<file path="src/rtl/core/nrsh_pkg.sv">
// Shared types for the nearest ray segment hit block.
`timescale 1ns / 1ps
`default_nettype none

package nrsh_pkg;

  // Sequencer states, one-hot.
  typedef enum logic [7:0] {
    S_IDLE = 8'b0000_0001,
    S_MUL  = 8'b0000_0010,
    S_TEST = 8'b0000_0100,
    S_PROD = 8'b0000_1000,
    S_DIV  = 8'b0001_0000,
    S_SQ   = 8'b0010_0000,
    S_UPD  = 8'b0100_0000,
    S_DONE = 8'b1000_0000
  } nrsh_state_t;

  // Divider status seen by the sequencer.
  typedef struct packed {
    logic busy;
    logic done;
  } nrsh_div_sts_t;

endpackage

`default_nettype wire

</file>
<file path="src/rtl/core/nrsh_mul.sv">
// Shared signed multiplier with a registered product.
`timescale 1ns / 1ps
`default_nettype none

module nrsh_mul #(
  parameter int COORD_WIDTH = 16
) (
  input  wire                              clk,
  input  wire  signed [COORD_WIDTH+1:0]    a,
  input  wire  signed [COORD_WIDTH+1:0]    b,
  output logic signed [2*COORD_WIDTH+3:0]  p_r
);

  // One product per cycle, available the cycle after issue.
  always_ff @(posedge clk) begin
    p_r <= a * b;
  end

endmodule

`default_nettype wire

</file>
<file path="src/rtl/core/nrsh_div.sv">
// Two-lane restoring divider sharing one shifted divisor, one quotient bit a cycle.
`timescale 1ns / 1ps
`default_nettype none

module nrsh_div #(
  parameter int COORD_WIDTH = 16
) (
  input  wire                            clk,
  input  wire                            rst_n,
  input  wire                            start,
  input  wire  [3*COORD_WIDTH+2:0]       num_x,
  input  wire  [3*COORD_WIDTH+2:0]       num_y,
  input  wire  [2*COORD_WIDTH+1:0]       dvsr,
  output nrsh_pkg::nrsh_div_sts_t        sts,
  output logic [COORD_WIDTH:0]           q_x,
  output logic [COORD_WIDTH:0]           q_y
);
  import nrsh_pkg::*;

  localparam int W  = COORD_WIDTH;
  localparam int NW = 3 * W + 3;
  localparam int QW = W + 1;
  localparam int CW = $clog2(QW + 1);

  logic [NW-1:0] n_x_r, n_y_r, ds_r;
  logic [QW-1:0] q_x_r, q_y_r;
  logic [CW-1:0] cnt_r;
  logic          busy_r, done_r;
  logic          ge_x, ge_y;

  // Trial subtraction in both lanes.
  assign ge_x = (n_x_r >= ds_r);
  assign ge_y = (n_y_r >= ds_r);

  // Control: count the quotient bits and flag the last one.
  always_ff @(posedge clk) begin
    if (!rst_n) begin
      busy_r <= 1'b0;
      done_r <= 1'b0;
      cnt_r  <= '0;
    end else begin
      done_r <= 1'b0;
      if (start) begin
        busy_r <= 1'b1;
        cnt_r  <= CW'(QW);
      end else if (busy_r) begin
        cnt_r <= cnt_r - 1'b1;
        if (cnt_r == CW'(1)) begin
          busy_r <= 1'b0;
          done_r <= 1'b1;
        end
      end
    end
  end

  // Datapath: remainders, shifted divisor and quotients.
  always_ff @(posedge clk) begin
    if (start) begin
      n_x_r <= num_x;
      n_y_r <= num_y;
      ds_r  <= {1'b0, dvsr, {W{1'b0}}};
      q_x_r <= '0;
      q_y_r <= '0;
    end else if (busy_r) begin
      n_x_r <= ge_x ? (n_x_r - ds_r) : n_x_r;
      n_y_r <= ge_y ? (n_y_r - ds_r) : n_y_r;
      ds_r  <= ds_r >> 1;
      q_x_r <= {q_x_r[QW-2:0], ge_x};
      q_y_r <= {q_y_r[QW-2:0], ge_y};
    end
  end

  assign sts.busy = busy_r;
  assign sts.done = done_r;
  assign q_x      = q_x_r;
  assign q_y      = q_y_r;

endmodule

`default_nettype wire

</file>
<file path="src/rtl/core/nearest_ray_segment_hit.sv">
// Top level: sequencer, accumulators and nearest-hit state of the ray segment hit block.
`timescale 1ns / 1ps
`default_nettype none

// Each input beat carries one ray and one wall segment in signed fixed point; the block
// keeps the nearest crossing for the current ray and delivers one result beat (found flag,
// hit point, squared distance) after the beat marked last_wall, then starts a new ray.
// A beat that misses runs the cross products and hit test before the block is ready; a beat
// that hits also runs the partial products, division, squares and update. Their length is set
// by one shared multiplier issuing the six cross products, four partial products and two
// squares in turn, and by a restoring divider that yields one quotient bit per cycle for the
// x and y offsets together. in_ready is high only while the sequencer is idle. A result
// waits in an output register, so new beats are taken while it is pending; the last beat of
// the next ray is held in its final cycle until that pending result has been taken.
module nearest_ray_segment_hit #(
  parameter int COORD_WIDTH = 16
) (
  input  wire                            clk,
  input  wire                            rst_n,
  input  wire                            in_valid,
  output logic                           in_ready,
  input  wire  signed [COORD_WIDTH-1:0]  in_ray_start_x,
  input  wire  signed [COORD_WIDTH-1:0]  in_ray_start_y,
  input  wire  signed [COORD_WIDTH-1:0]  in_ray_end_x,
  input  wire  signed [COORD_WIDTH-1:0]  in_ray_end_y,
  input  wire  signed [COORD_WIDTH-1:0]  in_wall_a_x,
  input  wire  signed [COORD_WIDTH-1:0]  in_wall_a_y,
  input  wire  signed [COORD_WIDTH-1:0]  in_wall_b_x,
  input  wire  signed [COORD_WIDTH-1:0]  in_wall_b_y,
  input  wire                            in_last_wall,
  output logic                           out_valid,
  input  wire                            out_ready,
  output logic                           out_found,
  output logic signed [COORD_WIDTH-1:0]  out_hit_x,
  output logic signed [COORD_WIDTH-1:0]  out_hit_y,
  output logic [2*COORD_WIDTH:0]         out_distance_sq
);
  import nrsh_pkg::*;

  localparam int W   = COORD_WIDTH;
  localparam int MW  = W + 2;
  localparam int PRW = 2 * W + 4;
  localparam int AW  = 2 * W + 3;
  localparam int NPW = 2 * W + 1;
  localparam int PW  = 3 * W + 1;
  localparam int NW  = 3 * W + 3;
  localparam int QW  = W + 1;
  localparam int DSW = 2 * W + 2;

  nrsh_state_t state_r, state_nxt;
  logic [2:0]  kc_r, kc_nxt;

  // Latched beat and differences.
  logic signed [W-1:0] x1_r, y1_r;
  logic signed [W:0]   dxr_r, dyr_r, dxw_r, dyw_r, ox_r, oy_r;
  logic                last_r;

  // Accumulators.
  logic signed [AW-1:0] den_r, den_nxt, na_r, na_nxt, nb_r, nb_nxt;
  logic [NPW-1:0]       den_p_r, den_p_nxt, na_p_r, na_p_nxt;
  logic [W:0]           dxm_r, dxm_nxt, dym_r, dym_nxt;
  logic                 sx_r, sx_nxt, sy_r, sy_nxt;
  logic [PW-1:0]        px_r, px_nxt, py_r, py_nxt;
  logic [DSW-1:0]       d_r, d_nxt;

  // Nearest-hit state.
  logic                 have_hit_r, have_hit_nxt;
  logic [DSW-1:0]       best_d_r, best_d_nxt;
  logic signed [W-1:0]  best_x_r, best_x_nxt, best_y_r, best_y_nxt;

  // Output register.
  logic                 out_valid_r, out_valid_nxt;
  logic                 out_found_r, out_found_nxt;
  logic signed [W-1:0]  out_hit_x_r, out_hit_x_nxt, out_hit_y_r, out_hit_y_nxt;
  logic [2*W:0]         out_dist_r, out_dist_nxt;

  // Shared units.
  logic signed [MW-1:0]  mul_a, mul_b;
  logic signed [PRW-1:0] mul_p;
  logic signed [AW-1:0]  mul_v;
  logic                  div_start;
  nrsh_div_sts_t         div_sts;
  logic [QW-1:0]         q_x, q_y;
  logic [NW-1:0]         div_num_x, div_num_y;

  // Sign-corrected test values.
  logic signed [AW-1:0]  den_a, na_a, nb_a;
  logic                  is_hit;
  logic signed [W:0]     hx_w, hy_w;

  logic in_fire;

  assign in_ready = (state_r == S_IDLE);
  assign in_fire  = in_valid && in_ready;
  assign mul_v    = mul_p[AW-1:0];

  nrsh_mul #(.COORD_WIDTH(COORD_WIDTH)) u_mul (
    .clk (clk),
    .a   (mul_a),
    .b   (mul_b),
    .p_r (mul_p)
  );

  // Divider operands: rounding to nearest is folded into the numerator.
  assign div_num_x = {1'b0, px_r, 1'b0} + NW'(den_p_r);
  assign div_num_y = {1'b0, py_r, 1'b0} + NW'(den_p_r);
  assign div_start = (state_r == S_DIV) && (kc_r == 3'd0) && !div_sts.busy;

  nrsh_div #(.COORD_WIDTH(COORD_WIDTH)) u_div (
    .clk   (clk),
    .rst_n (rst_n),
    .start (div_start),
    .num_x (div_num_x),
    .num_y (div_num_y),
    .dvsr  ({den_p_r, 1'b0}),
    .sts   (div_sts),
    .q_x   (q_x),
    .q_y   (q_y)
  );

  // Multiplier operand selection by state and step.
  always_comb begin
    mul_a = '0;
    mul_b = '0;
    if (state_r == S_MUL) begin
      case (kc_r)
        3'd0: begin mul_a = {dyw_r[W], dyw_r}; mul_b = {dxr_r[W], dxr_r}; end
        3'd1: begin mul_a = {dxw_r[W], dxw_r}; mul_b = {dyr_r[W], dyr_r}; end
        3'd2: begin mul_a = {dxw_r[W], dxw_r}; mul_b = {oy_r[W], oy_r};   end
        3'd3: begin mul_a = {dyw_r[W], dyw_r}; mul_b = {ox_r[W], ox_r};   end
        3'd4: begin mul_a = {dxr_r[W], dxr_r}; mul_b = {oy_r[W], oy_r};   end
        3'd5: begin mul_a = {dyr_r[W], dyr_r}; mul_b = {ox_r[W], ox_r};   end
        default: begin mul_a = '0; mul_b = '0; end
      endcase
    end else if (state_r == S_PROD) begin
      case (kc_r)
        3'd0: begin mul_a = {1'b0, na_p_r[W:0]};         mul_b = {1'b0, dxm_r}; end
        3'd1: begin mul_a = {2'b00, na_p_r[2*W:W+1]};    mul_b = {1'b0, dxm_r}; end
        3'd2: begin mul_a = {1'b0, na_p_r[W:0]};         mul_b = {1'b0, dym_r}; end
        3'd3: begin mul_a = {2'b00, na_p_r[2*W:W+1]};    mul_b = {1'b0, dym_r}; end
        default: begin mul_a = '0; mul_b = '0; end
      endcase
    end else if (state_r == S_SQ) begin
      case (kc_r)
        3'd0: begin mul_a = {1'b0, q_x}; mul_b = {1'b0, q_x}; end
        3'd1: begin mul_a = {1'b0, q_y}; mul_b = {1'b0, q_y}; end
        default: begin mul_a = '0; mul_b = '0; end
      endcase
    end
  end

  // Hit test on the sign-corrected denominator and numerators.
  always_comb begin
    den_a  = den_r[AW-1] ? -den_r : den_r;
    na_a   = den_r[AW-1] ? -na_r  : na_r;
    nb_a   = den_r[AW-1] ? -nb_r  : nb_r;
    is_hit = (den_a != '0) && !na_a[AW-1] && (na_a <= den_a)
             && !nb_a[AW-1] && (nb_a <= den_a);
  end

  // Hit point from the signed offsets along the ray.
  assign hx_w = {x1_r[W-1], x1_r} + (sx_r ? -$signed(q_x) : $signed(q_x));
  assign hy_w = {y1_r[W-1], y1_r} + (sy_r ? -$signed(q_y) : $signed(q_y));

  // Sequencer and accumulator updates.
  always_comb begin
    state_nxt     = state_r;
    kc_nxt        = kc_r;
    den_nxt       = den_r;
    na_nxt        = na_r;
    nb_nxt        = nb_r;
    den_p_nxt     = den_p_r;
    na_p_nxt      = na_p_r;
    dxm_nxt       = dxm_r;
    dym_nxt       = dym_r;
    sx_nxt        = sx_r;
    sy_nxt        = sy_r;
    px_nxt        = px_r;
    py_nxt        = py_r;
    d_nxt         = d_r;
    have_hit_nxt  = have_hit_r;
    best_d_nxt    = best_d_r;
    best_x_nxt    = best_x_r;
    best_y_nxt    = best_y_r;
    out_valid_nxt = out_valid_r && !out_ready;
    out_found_nxt = out_found_r;
    out_hit_x_nxt = out_hit_x_r;
    out_hit_y_nxt = out_hit_y_r;
    out_dist_nxt  = out_dist_r;

    unique case (state_r)
      S_IDLE: begin
        if (in_fire) begin
          state_nxt = S_MUL;
          kc_nxt    = 3'd0;
        end
      end
      S_MUL: begin
        kc_nxt = kc_r + 3'd1;
        case (kc_r)
          3'd1: den_nxt = mul_v;
          3'd2: den_nxt = den_r - mul_v;
          3'd3: na_nxt  = mul_v;
          3'd4: na_nxt  = na_r - mul_v;
          3'd5: nb_nxt  = mul_v;
          3'd6: begin
            nb_nxt    = nb_r - mul_v;
            state_nxt = S_TEST;
          end
          default: ;
        endcase
      end
      S_TEST: begin
        den_p_nxt = den_a[NPW-1:0];
        na_p_nxt  = na_a[NPW-1:0];
        sx_nxt    = dxr_r[W];
        sy_nxt    = dyr_r[W];
        dxm_nxt   = dxr_r[W] ? $unsigned(-dxr_r) : $unsigned(dxr_r);
        dym_nxt   = dyr_r[W] ? $unsigned(-dyr_r) : $unsigned(dyr_r);
        kc_nxt    = 3'd0;
        state_nxt = is_hit ? S_PROD : S_DONE;
      end
      S_PROD: begin
        kc_nxt = kc_r + 3'd1;
        case (kc_r)
          3'd1: px_nxt = {{(PW-DSW){1'b0}}, mul_p[DSW-1:0]};
          3'd2: px_nxt = px_r + {mul_p[2*W-1:0], {(W+1){1'b0}}};
          3'd3: py_nxt = {{(PW-DSW){1'b0}}, mul_p[DSW-1:0]};
          3'd4: begin
            py_nxt    = py_r + {mul_p[2*W-1:0], {(W+1){1'b0}}};
            kc_nxt    = 3'd0;
            state_nxt = S_DIV;
          end
          default: ;
        endcase
      end
      S_DIV: begin
        if (div_start) begin
          kc_nxt = 3'd1;
        end else if (div_sts.done) begin
          kc_nxt    = 3'd0;
          state_nxt = S_SQ;
        end
      end
      S_SQ: begin
        kc_nxt = kc_r + 3'd1;
        case (kc_r)
          3'd1: d_nxt = mul_p[DSW-1:0];
          3'd2: begin
            d_nxt     = d_r + mul_p[DSW-1:0];
            state_nxt = S_UPD;
          end
          default: ;
        endcase
      end
      S_UPD: begin
        // Strictly nearer hits replace the kept one; ties keep the earlier.
        if (!have_hit_r || (d_r < best_d_r)) begin
          have_hit_nxt = 1'b1;
          best_d_nxt   = d_r;
          best_x_nxt   = hx_w[W-1:0];
          best_y_nxt   = hy_w[W-1:0];
        end
        state_nxt = S_DONE;
      end
      S_DONE: begin
        if (!last_r) begin
          state_nxt = S_IDLE;
        end else if (!out_valid_r || out_ready) begin
          // Deliver the ray result and start the next ray from a clean state.
          out_valid_nxt = 1'b1;
          out_found_nxt = have_hit_r;
          out_hit_x_nxt = have_hit_r ? best_x_r : '0;
          out_hit_y_nxt = have_hit_r ? best_y_r : '0;
          out_dist_nxt  = have_hit_r ? best_d_r[2*W:0] : '0;
          have_hit_nxt  = 1'b0;
          best_d_nxt    = '0;
          best_x_nxt    = '0;
          best_y_nxt    = '0;
          state_nxt     = S_IDLE;
        end
      end
      default: state_nxt = S_IDLE;
    endcase
  end

  // Control registers.
  always_ff @(posedge clk) begin
    if (!rst_n) begin
      state_r     <= S_IDLE;
      kc_r        <= '0;
      have_hit_r  <= 1'b0;
      best_d_r    <= '0;
      best_x_r    <= '0;
      best_y_r    <= '0;
      out_valid_r <= 1'b0;
    end else begin
      state_r     <= state_nxt;
      kc_r        <= kc_nxt;
      have_hit_r  <= have_hit_nxt;
      best_d_r    <= best_d_nxt;
      best_x_r    <= best_x_nxt;
      best_y_r    <= best_y_nxt;
      out_valid_r <= out_valid_nxt;
    end
  end

  // Payload registers.
  always_ff @(posedge clk) begin
    if (in_fire) begin
      x1_r   <= in_ray_start_x;
      y1_r   <= in_ray_start_y;
      dxr_r  <= {in_ray_end_x[W-1], in_ray_end_x} - {in_ray_start_x[W-1], in_ray_start_x};
      dyr_r  <= {in_ray_end_y[W-1], in_ray_end_y} - {in_ray_start_y[W-1], in_ray_start_y};
      dxw_r  <= {in_wall_b_x[W-1], in_wall_b_x} - {in_wall_a_x[W-1], in_wall_a_x};
      dyw_r  <= {in_wall_b_y[W-1], in_wall_b_y} - {in_wall_a_y[W-1], in_wall_a_y};
      ox_r   <= {in_ray_start_x[W-1], in_ray_start_x} - {in_wall_a_x[W-1], in_wall_a_x};
      oy_r   <= {in_ray_start_y[W-1], in_ray_start_y} - {in_wall_a_y[W-1], in_wall_a_y};
      last_r <= in_last_wall;
    end
    den_r       <= den_nxt;
    na_r        <= na_nxt;
    nb_r        <= nb_nxt;
    den_p_r     <= den_p_nxt;
    na_p_r      <= na_p_nxt;
    dxm_r       <= dxm_nxt;
    dym_r       <= dym_nxt;
    sx_r        <= sx_nxt;
    sy_r        <= sy_nxt;
    px_r        <= px_nxt;
    py_r        <= py_nxt;
    d_r         <= d_nxt;
    out_found_r <= out_found_nxt;
    out_hit_x_r <= out_hit_x_nxt;
    out_hit_y_r <= out_hit_y_nxt;
    out_dist_r  <= out_dist_nxt;
  end

  assign out_valid       = out_valid_r;
  assign out_found       = out_found_r;
  assign out_hit_x       = out_hit_x_r;
  assign out_hit_y       = out_hit_y_r;
  assign out_distance_sq = out_dist_r;

endmodule

`default_nettype wire
</file>
<file path="config.mk">
export PLATFORM = sky130hd
export DESIGN_NAME = nearest_ray_segment_hit
export DESIGN_NICKNAME = d
export VERILOG_FILES = /design/src/rtl/core/nrsh_pkg.sv /design/src/rtl/core/nrsh_mul.sv /design/src/rtl/core/nrsh_div.sv /design/src/rtl/core/nearest_ray_segment_hit.sv
export SDC_FILE = /design/constraint.sdc
export NUM_CORES = 2
export LEC_CHECK = 0
export ABC_AREA = 1
export BUFFER_PORTS_ARGS = -buffer_cell sky130_fd_sc_hd__buf_2
export CORE_MARGIN = 2
export CORE_UTILIZATION = 46
export DETAILED_ROUTE_END_ITERATION = 16
export PLACE_DENSITY_LB_ADDON = 0.08
export RECOVER_POWER = 100
export SLEW_MARGIN = 25
export SYNTH_ARGS = -nofsm -noshare
export SYNTH_HDL_FRONTEND = slang
export SYNTH_SLANG_ARGS = --single-unit
</file>
<file path="constraint.sdc">
create_clock -name clk -period 23.3 [get_ports clk]
set_input_delay 1.165 -clock clk [delete_from_list [all_inputs] [get_ports clk]]
set_output_delay 1.165 -clock clk [all_outputs]
set_load 0.02 [all_outputs]
</file>
# --- Word level (Yosys, flattened, before mapping) ---
# Cells that the tools add are included.
totals:
  regBits: 847
  out_inout_bits: 68
  word_cells: 224
op_classes:
  addsub: 27
  multipliers: 1
  order_cmp: 5
  eq_ne: 26
  mux: 69
  bitwise: 2
  reduce_logical: 49
ops:
  columns: ["op", "n"]
  rows:
  - ["2-to-1 mux 51 bit", 6]
  - ["case mux 35 bit (2 select lines)", 3]
  - ["case mux 49 bit (2 select lines)", 2]
  - ["case mux 18 bit (4 select lines)", 2]
  - ["case mux 34 bit (2 select lines)", 2]
  - ["2-to-1 mux 16 bit", 8]
  - ["2-to-1 mux 35 bit", 3]
  - ["negator 35 bit", 3]
  - ["subtractor 35 bit", 3]
  - ["adder 50 x 33 -> 51 bit", 2]
  - [">= comparator 51 x 50 -> 1 bit", 2]
  - ["2-to-1 mux 34 bit", 3]
  - ["case mux 17 bit (2 select lines)", 3]
  - ["subtractor 16 x 16 -> 17 bit", 6]
  - ["subtractor 51 x 50 -> 51 bit", 2]
  - ["2-to-1 mux 50 bit", 2]
  - ["adder 49 bit", 2]
  - ["2-to-1 mux 18 bit", 4]
  - ["2-to-1 mux 8 bit", 9]
  - ["less-or-equal comparator 35 bit", 2]
  - ["case mux 16 bit (2 select lines)", 2]
  - ["case mux 8 bit (8 select lines)", 1]
  - ["multiplier 18 x 18 -> 35 bit", 1]
  - ["nonzero test 35 bit", 1]
  - ["42 further kinds", 105]

# --- Depth between registers and ports, before layout ---
depth:
  depth_word: 9
  depth_mapped: 40
  mapped_depth_nobuf: 39

# --- Hierarchy ---
# From an unflattened synthesis, not the netlist that was laid out.
hier_totals:
  cells_unflattened: 10738
  area_unflattened_um2: 80405.9
by_module_without_submodules:
  columns: ["mod", "instances", "cells_each", "area_each_um2", "seq_area_each_um2"]
  rows:
  - ["nearest_ray_segment_hit", 1, 6281, 49771.5, 17797.1]
  - ["nrsh_div", 1, 2638, 16694.8, 5225.0]
  - ["nrsh_mul", 1, 1819, 13939.6, 720.7]

# --- Worst setup path before layout ---
# Ideal clock, no wire load.
synth_timing:
  path_kind: "input -> register"
  from: "input out_ready"
  to: "register dxr_r[0], enable pin"
  setup_time_ps: 631
  arrival_time_ps: 7229
  slack_ps: 15440
  path_stages: 4
  path_buffers: 0
  path_cell_list: "nor2_1 -> a311oi_1 -> nand2_1 -> nor2_1"
synth_lines:
  columns: ["item", "line", "text"]
  rows:
  - ["start: declaration", "nearest_ray_segment_hit.sv:32", "input wire out_ready,"]
  - ["end signal: assignment", "nearest_ray_segment_hit.sv:313", "dxr_r <= {in_ray_end_x[W-1], in_ray_end_x} - {in_ray_start_x[W-1], in_ray_start_x};"]
  - ["end: declaration", "nearest_ray_segment_hit.sv:55", "logic signed [W:0] dxr_r, dyr_r, dxw_r, dyw_r, ox_r, oy_r;"]

# --- Worst setup path in the final report ---
layout_timing:
  from: "register kc_r[0]"
  to: "register u_mul.p_r[34]"
layout_via:
  elab_chain_cells: 6
  word_cells_on_any_way: 25
  classes_between: "mul: 1; eq/ne: 5; mux: 10; reduce/logical: 9"
layout_rtl:
  columns: ["item", "line", "text"]
  rows:
  - ["start: declaration", "nearest_ray_segment_hit.sv:51", "logic [2:0] kc_r, kc_nxt;"]
  - ["start signal: assignment", "nearest_ray_segment_hit.sv:299", "kc_r <= kc_nxt;"]
  - ["equality test 3 x 1 -> 1 bit (tied with other cells)", "nearest_ray_segment_hit.sv:126, nearest_ray_segment_hit.sv:136, nearest_ray_segment_hit.sv:144", null]
  - ["case mux 17 bit (2 select lines) or OR reduction 2 bit (tied branches)", null, null]
  - ["2-to-1 mux 17 bit or case mux 17 bit (2 select lines) (tied branches)", "nearest_ray_segment_hit.sv:143, nearest_ray_segment_hit.sv:136", null]
  - ["2-to-1 mux 18 bit", "nearest_ray_segment_hit.sv:135", "end else if (state_r == S_PROD) begin"]
  - ["2-to-1 mux 18 bit", "nearest_ray_segment_hit.sv:125", "if (state_r == S_MUL) begin"]
  - ["multiplier 18 x 18 -> 35 bit (*)", "nrsh_mul.sv:16", "p_r <= a * b;"]
  - ["end signal: assignment", "nrsh_mul.sv:16", null]
  - ["end: declaration", "nrsh_mul.sv:11", "output logic signed [2*COORD_WIDTH+3:0] p_r"]
# Every way passes the cells marked *; elsewhere a longest branch is shown, timed or not.
# A chain may end at the register's enable or synchronous reset.

==> impl_summary.txt <==
----------------------------------------------------
[Outcome]
  Result of the run ... finished with violations
  Violations in the final reports ... capacitance limit, slew limit

[Power]
  Static leakage power ... 38.4 nW
  Clock power frac ... 25.7%
  Part of the total power dissipated in sequential elements ... 33.1%
  Worst voltage drop across the vdd grid ... around 110 µV
  Switching portion of total power ... 43.1%
  Switching power total ... 2.89 mW
  Total internal power ... 3.82 mW
  Total power draw ... 6.71 mW
  Pwr/cell area ... 80.2 nW/µm²
  Combinational Power Share ... 41.1%

[Clocking]
  Clock latency reported for the late side of the worst-skew pair ... 0.77 ns
  Clock buffer count from CTS ... 103
  Register clock-pin slew on the reported worst setup and hold paths ... about 0.060 ns
  Clock sink count ... 847
  TritonCTS clock tree ... yes
  Post CTS Setup Buffer Count ... 0
  Hold-fix buffer count after cts ... 0
  Resized Gates After CTS ... 0
  Clk buf depth ... 3
  Htree depth ... 3
  Root buffer cell ... sky130_fd_sc_hd__clkbuf_16

[Synth]
  Post-synth EDFFs ... 675
  Mean post-synth cell area ... 7.83 µm²
  Dominant cells by area after synthesis ... sky130_fd_sc_hd__edfxtp_1 (26%), sky130_fd_sc_hd__ha_1 (11%), sky130_fd_sc_hd__nand2_1 (9.3%), sky130_fd_sc_hd__fa_1 (8.9%), sky130_fd_sc_hd__inv_1 (8.1%)
  Most common library cells after synthesis ... sky130_fd_sc_hd__nand2_1 (1908), sky130_fd_sc_hd__inv_1 (1656), sky130_fd_sc_hd__a21oi_1 (970)
  Count of warnings emitted by yosys ... 0
  Leading area contributor after synthesis ... sky130_fd_sc_hd__edfxtp_1
  Seq cells post-synth ... about 850
  Async S/R FF share, synth ... 0%
  Most common cell in the synthesized netlist ... sky130_fd_sc_hd__nand2_1
  Post-synthesis instance total ... 9793
  Sequential fraction of the synthesis area ... 30.9%
  Mapped cell area ... 76700 µm²
  Net Count, Synth ... 11000
  Primary FF master, synth ... sky130_fd_sc_hd__edfxtp_1
  Share of Yosys cell area claimed by the top area cell type ... 26.4%
  Number of distinct standard cells referenced by the synthesized netlist ... 72

[Worst setup path]
  Critical path fanouts, max ... 38
  R2r worst-path depth ... 31
  Arrival time at the worst endpoint ... 12.89 ns
  Critical path data required time ... 23.95 ns
  Startpoint of the lowest-slack register-to-register path ... kc_r[0]$_SDFFE_PN0P_
  RR Endpoint ... u_mul.p_r[34]$_DFF_P_
  Worst Path Class, Setup ... reg2reg
  Cell repeated most along the worst path ... sky130_fd_sc_hd__inv_1
  Slack of the worst reg-to-reg path ... about 11 ns
  Crit path capture type ... flop
  Crit path launch type ... flop
  CP peak stage delay ... 1.66 ns
  Slowest-stage cell, CP ... sky130_fd_sc_hd__clkbuf_1

[Die]
  Floorplan die height ... 412 µm
  Boundary Pins ... 201
  Effective utilization at floorplan ... 46.4%
  Row Count ... 149
  Die W ... around 400 µm
  Die area ... 170000 µm²
  Area of the core region ... 165000 µm²

[STA]
  Transition time at the pin with the least slew margin ... about 4.8 ns
  Tmin final ... 12.24 ns
  Setup repair after global routing missed its margin ... false
  Final hold violations ... 0
  Setup TNS ... 0 ns
  Min setup slack post-route ... 11.06 ns
  Ratio of final minimum period to clock period ... 52.5%
  Achievable Freq ... 81.7 MHz
  Worst slew margin relative to its limit ... -217%
  Pins Over Slew Limit ... around 1800
  Hold Slack ... 0.463 ns
  Worst Skew ... 0.0522 ns
  Final count of negative-setup-slack endpoints ... 0

[Final layout]
  Filler Cells Inserted ... 16400
  Layout area overhead ... 9.11%
  Share of layout cells above drive strength 1 ... 4.53%
  Area of the multi-input gates ... around 46000 µm²
  Layout net count ... 11200
  Finished Layout Cells ... 12300
  Area taken by flip-flops and latches ... 23700 µm²

[Flow run]
  Number of maximum-capacitance violations ... 41

[Drt]
  Vias per inst ... roughly 5.8
  Remaining antenna violation count after routing ... 0
  Average routed wire per standard cell ... 25.7 µm
  Detailed-route via count ... 70800
  DRC violation total after the first TritonRoute iteration ... 6829
  Number of optimization iterations in the first detailed-route pass ... 8
  Detailed Route WL ... roughly 320000 µm
  DRC violation count after routing ... 0

[Worst hold path]
  Worst hold path type ... reg2reg
  Cell depth of the worst hold path ... 2
  Launch point of the worst hold path ... best_x_r[9]$_SDFFE_PN0P_
  Hold endpoint ... best_x_r[9]$_SDFFE_PN0P_

[Global route]
  Routing usage on met3 ... 5.29%
  Global-route wire length before repair ... 454000 µm
  GR Util All Layers ... 36.5%
  Number of antenna violations at the first check in global routing ... 17
  Routing usage on met1 ... 44.8%
  Vias in the first global route ... 68100
  GRT Max-Usage Layer ... met2
  Maximum number of pins on one net before global-route repair ... 76
  Overall overflow remaining after global route ... 0
  Fraction of met2 tracks used by global routing ... just under 60%

[Placement]
  # port buffers ... 200
  Setup slack at placement ... 13.84 ns
  Placed Cells incl. Taps ... 12100
  Half-perimeter wire length after placement ... 256000 µm
  Final weighted congestion of routability-driven global placement ... 1.06

----------------------------------------------------
## cell families (layout without fill, tap and decap cells)
logic type / count (synthesis) / in the layout / synth area share [%]
AO/OA/AOI/OAI: 2243 / 2243 / 16.5
flip-flops: 847 / 847 / 30.9
adder cells (fa/ha/maj): 1037 / 1037 / 20.2
AND/OR/NAND/NOR: 3398 / 3398 / 18.4
buffers and inverters: 1880 / 2175 / 9.43
other: 0 / 17 / 0
multiplexers: 2 / 2 / 0.0294
XOR/XNOR: 386 / 386 / 4.43
## cell usage in the layout (no fill, tap or decap), types with 154 or more instances in the layout
cell type,Yosys,routed
sky130_fd_sc_hd__clkbuf_1,116,154
sky130_fd_sc_hd__dfxtp_1,172,170
sky130_fd_sc_hd__nand2_1,1908,1906
sky130_fd_sc_hd__xor2_1,274,274
sky130_fd_sc_hd__fa_1,340,340
sky130_fd_sc_hd__ha_1,697,697
sky130_fd_sc_hd__o21ai_0,745,749
sky130_fd_sc_hd__nor2_1,778,772
sky130_fd_sc_hd__nand3_1,289,289
sky130_fd_sc_hd__inv_1,1656,1657
sky130_fd_sc_hd__a21oi_1,970,969
sky130_fd_sc_hd__edfxtp_1,675,675
## power by group through the flow
stage               logic (mW)  registers [mW]  clock network (mW)
CTS                       2.71            2.20                1.76
detailed placement        2.70            2.23                   0
global placement          2.69            2.24                   0
floorplan                 1.81            2.10                   0
finish                    2.76            2.22                1.73
global route              3.02            2.23                1.80
## stage by stage
| step | utilization (%) | area (µm²) |
|---|---|---|
| 2_1_floorplan | - | 76700 |
| 3_3_place_gp | 48.7 | 80400 |
| 3_5_place_dp | 48.7 | 80400 |
| 4_1_cts | 50.8 | 84000 |
| 5_1_grt | 50.6 | 83600 |
| 6_report | 50.7 | 83700 |
## state kept, by name, indices dropped and copies added, names as in the netlist, 33 cells and up
name / flops
d_r: 34
px_r: 49
best_d_r: 34
out_distance_sq: 33
u_mul.p_r: 35
u_div.n_x_r: 51
py_r: 49
nb_r: 35
den_r: 35
na_p_r: 33
den_p_r: 33
u_div.n_y_r: 51
na_r: 35
u_div.ds_r: 50
## worst max-delay path by stage
stage,start,cells past startpoint,slack [ns],endpoint
finish,kc_r[0]$_SDFFE_PN0P_,31,11.06,u_mul.p_r[34]$_DFF_P_
detailed placement,kc_r[0]$_SDFFE_PN0P_,31,13.84,u_mul.p_r[34]$_DFF_P_
CTS,kc_r[0]$_SDFFE_PN0P_,31,13.76,u_mul.p_r[34]$_DFF_P_
global placement,kc_r[0]$_SDFFE_PN0P_,31,14.15,u_mul.p_r[34]$_DFF_P_
floorplan,out_ready,4,15.44,dxr_r[0]$_DFFE_PP_
global route,kc_r[0]$_SDFFE_PN0P_,31,10.28,u_mul.p_r[34]$_DFF_P_
## cell type report
class / count / area share, %
Tap cell: 2189 / 3.27
Antenna cell: 17 / 0.0508
Timing Repair Buffer: 301 / 1.78
Sequential cell: 847 / 28.3
Clock inverter: 70 / 0.912
Clock buffer: 125 / 3.37
Inverter: 1679 / 7.54
Multi-Input combinational cell: 7066 / 54.7
## routing by layer
layer  wire length [µm]  up-vias
li1                   -    33200
met4              25600       12
met1             124000    33900
met2             145000     2893
met3              21000      724
met5                 79        -
## worst max-delay path: cells and delay by family, from the launching register on
kind | cells | cell delay, ns
DFF | 1 | 0.35
and+or+nand+nor | 9 | 2.46
xor gates and xnor gates | 1 | 0.16
AOI/OAI and AO/OA | 4 | 1.83
buffers and inverters | 9 | 3.23
adders and majority gates | 8 | 4.08
No activity file was read; power rests on OpenSTA's default activity.
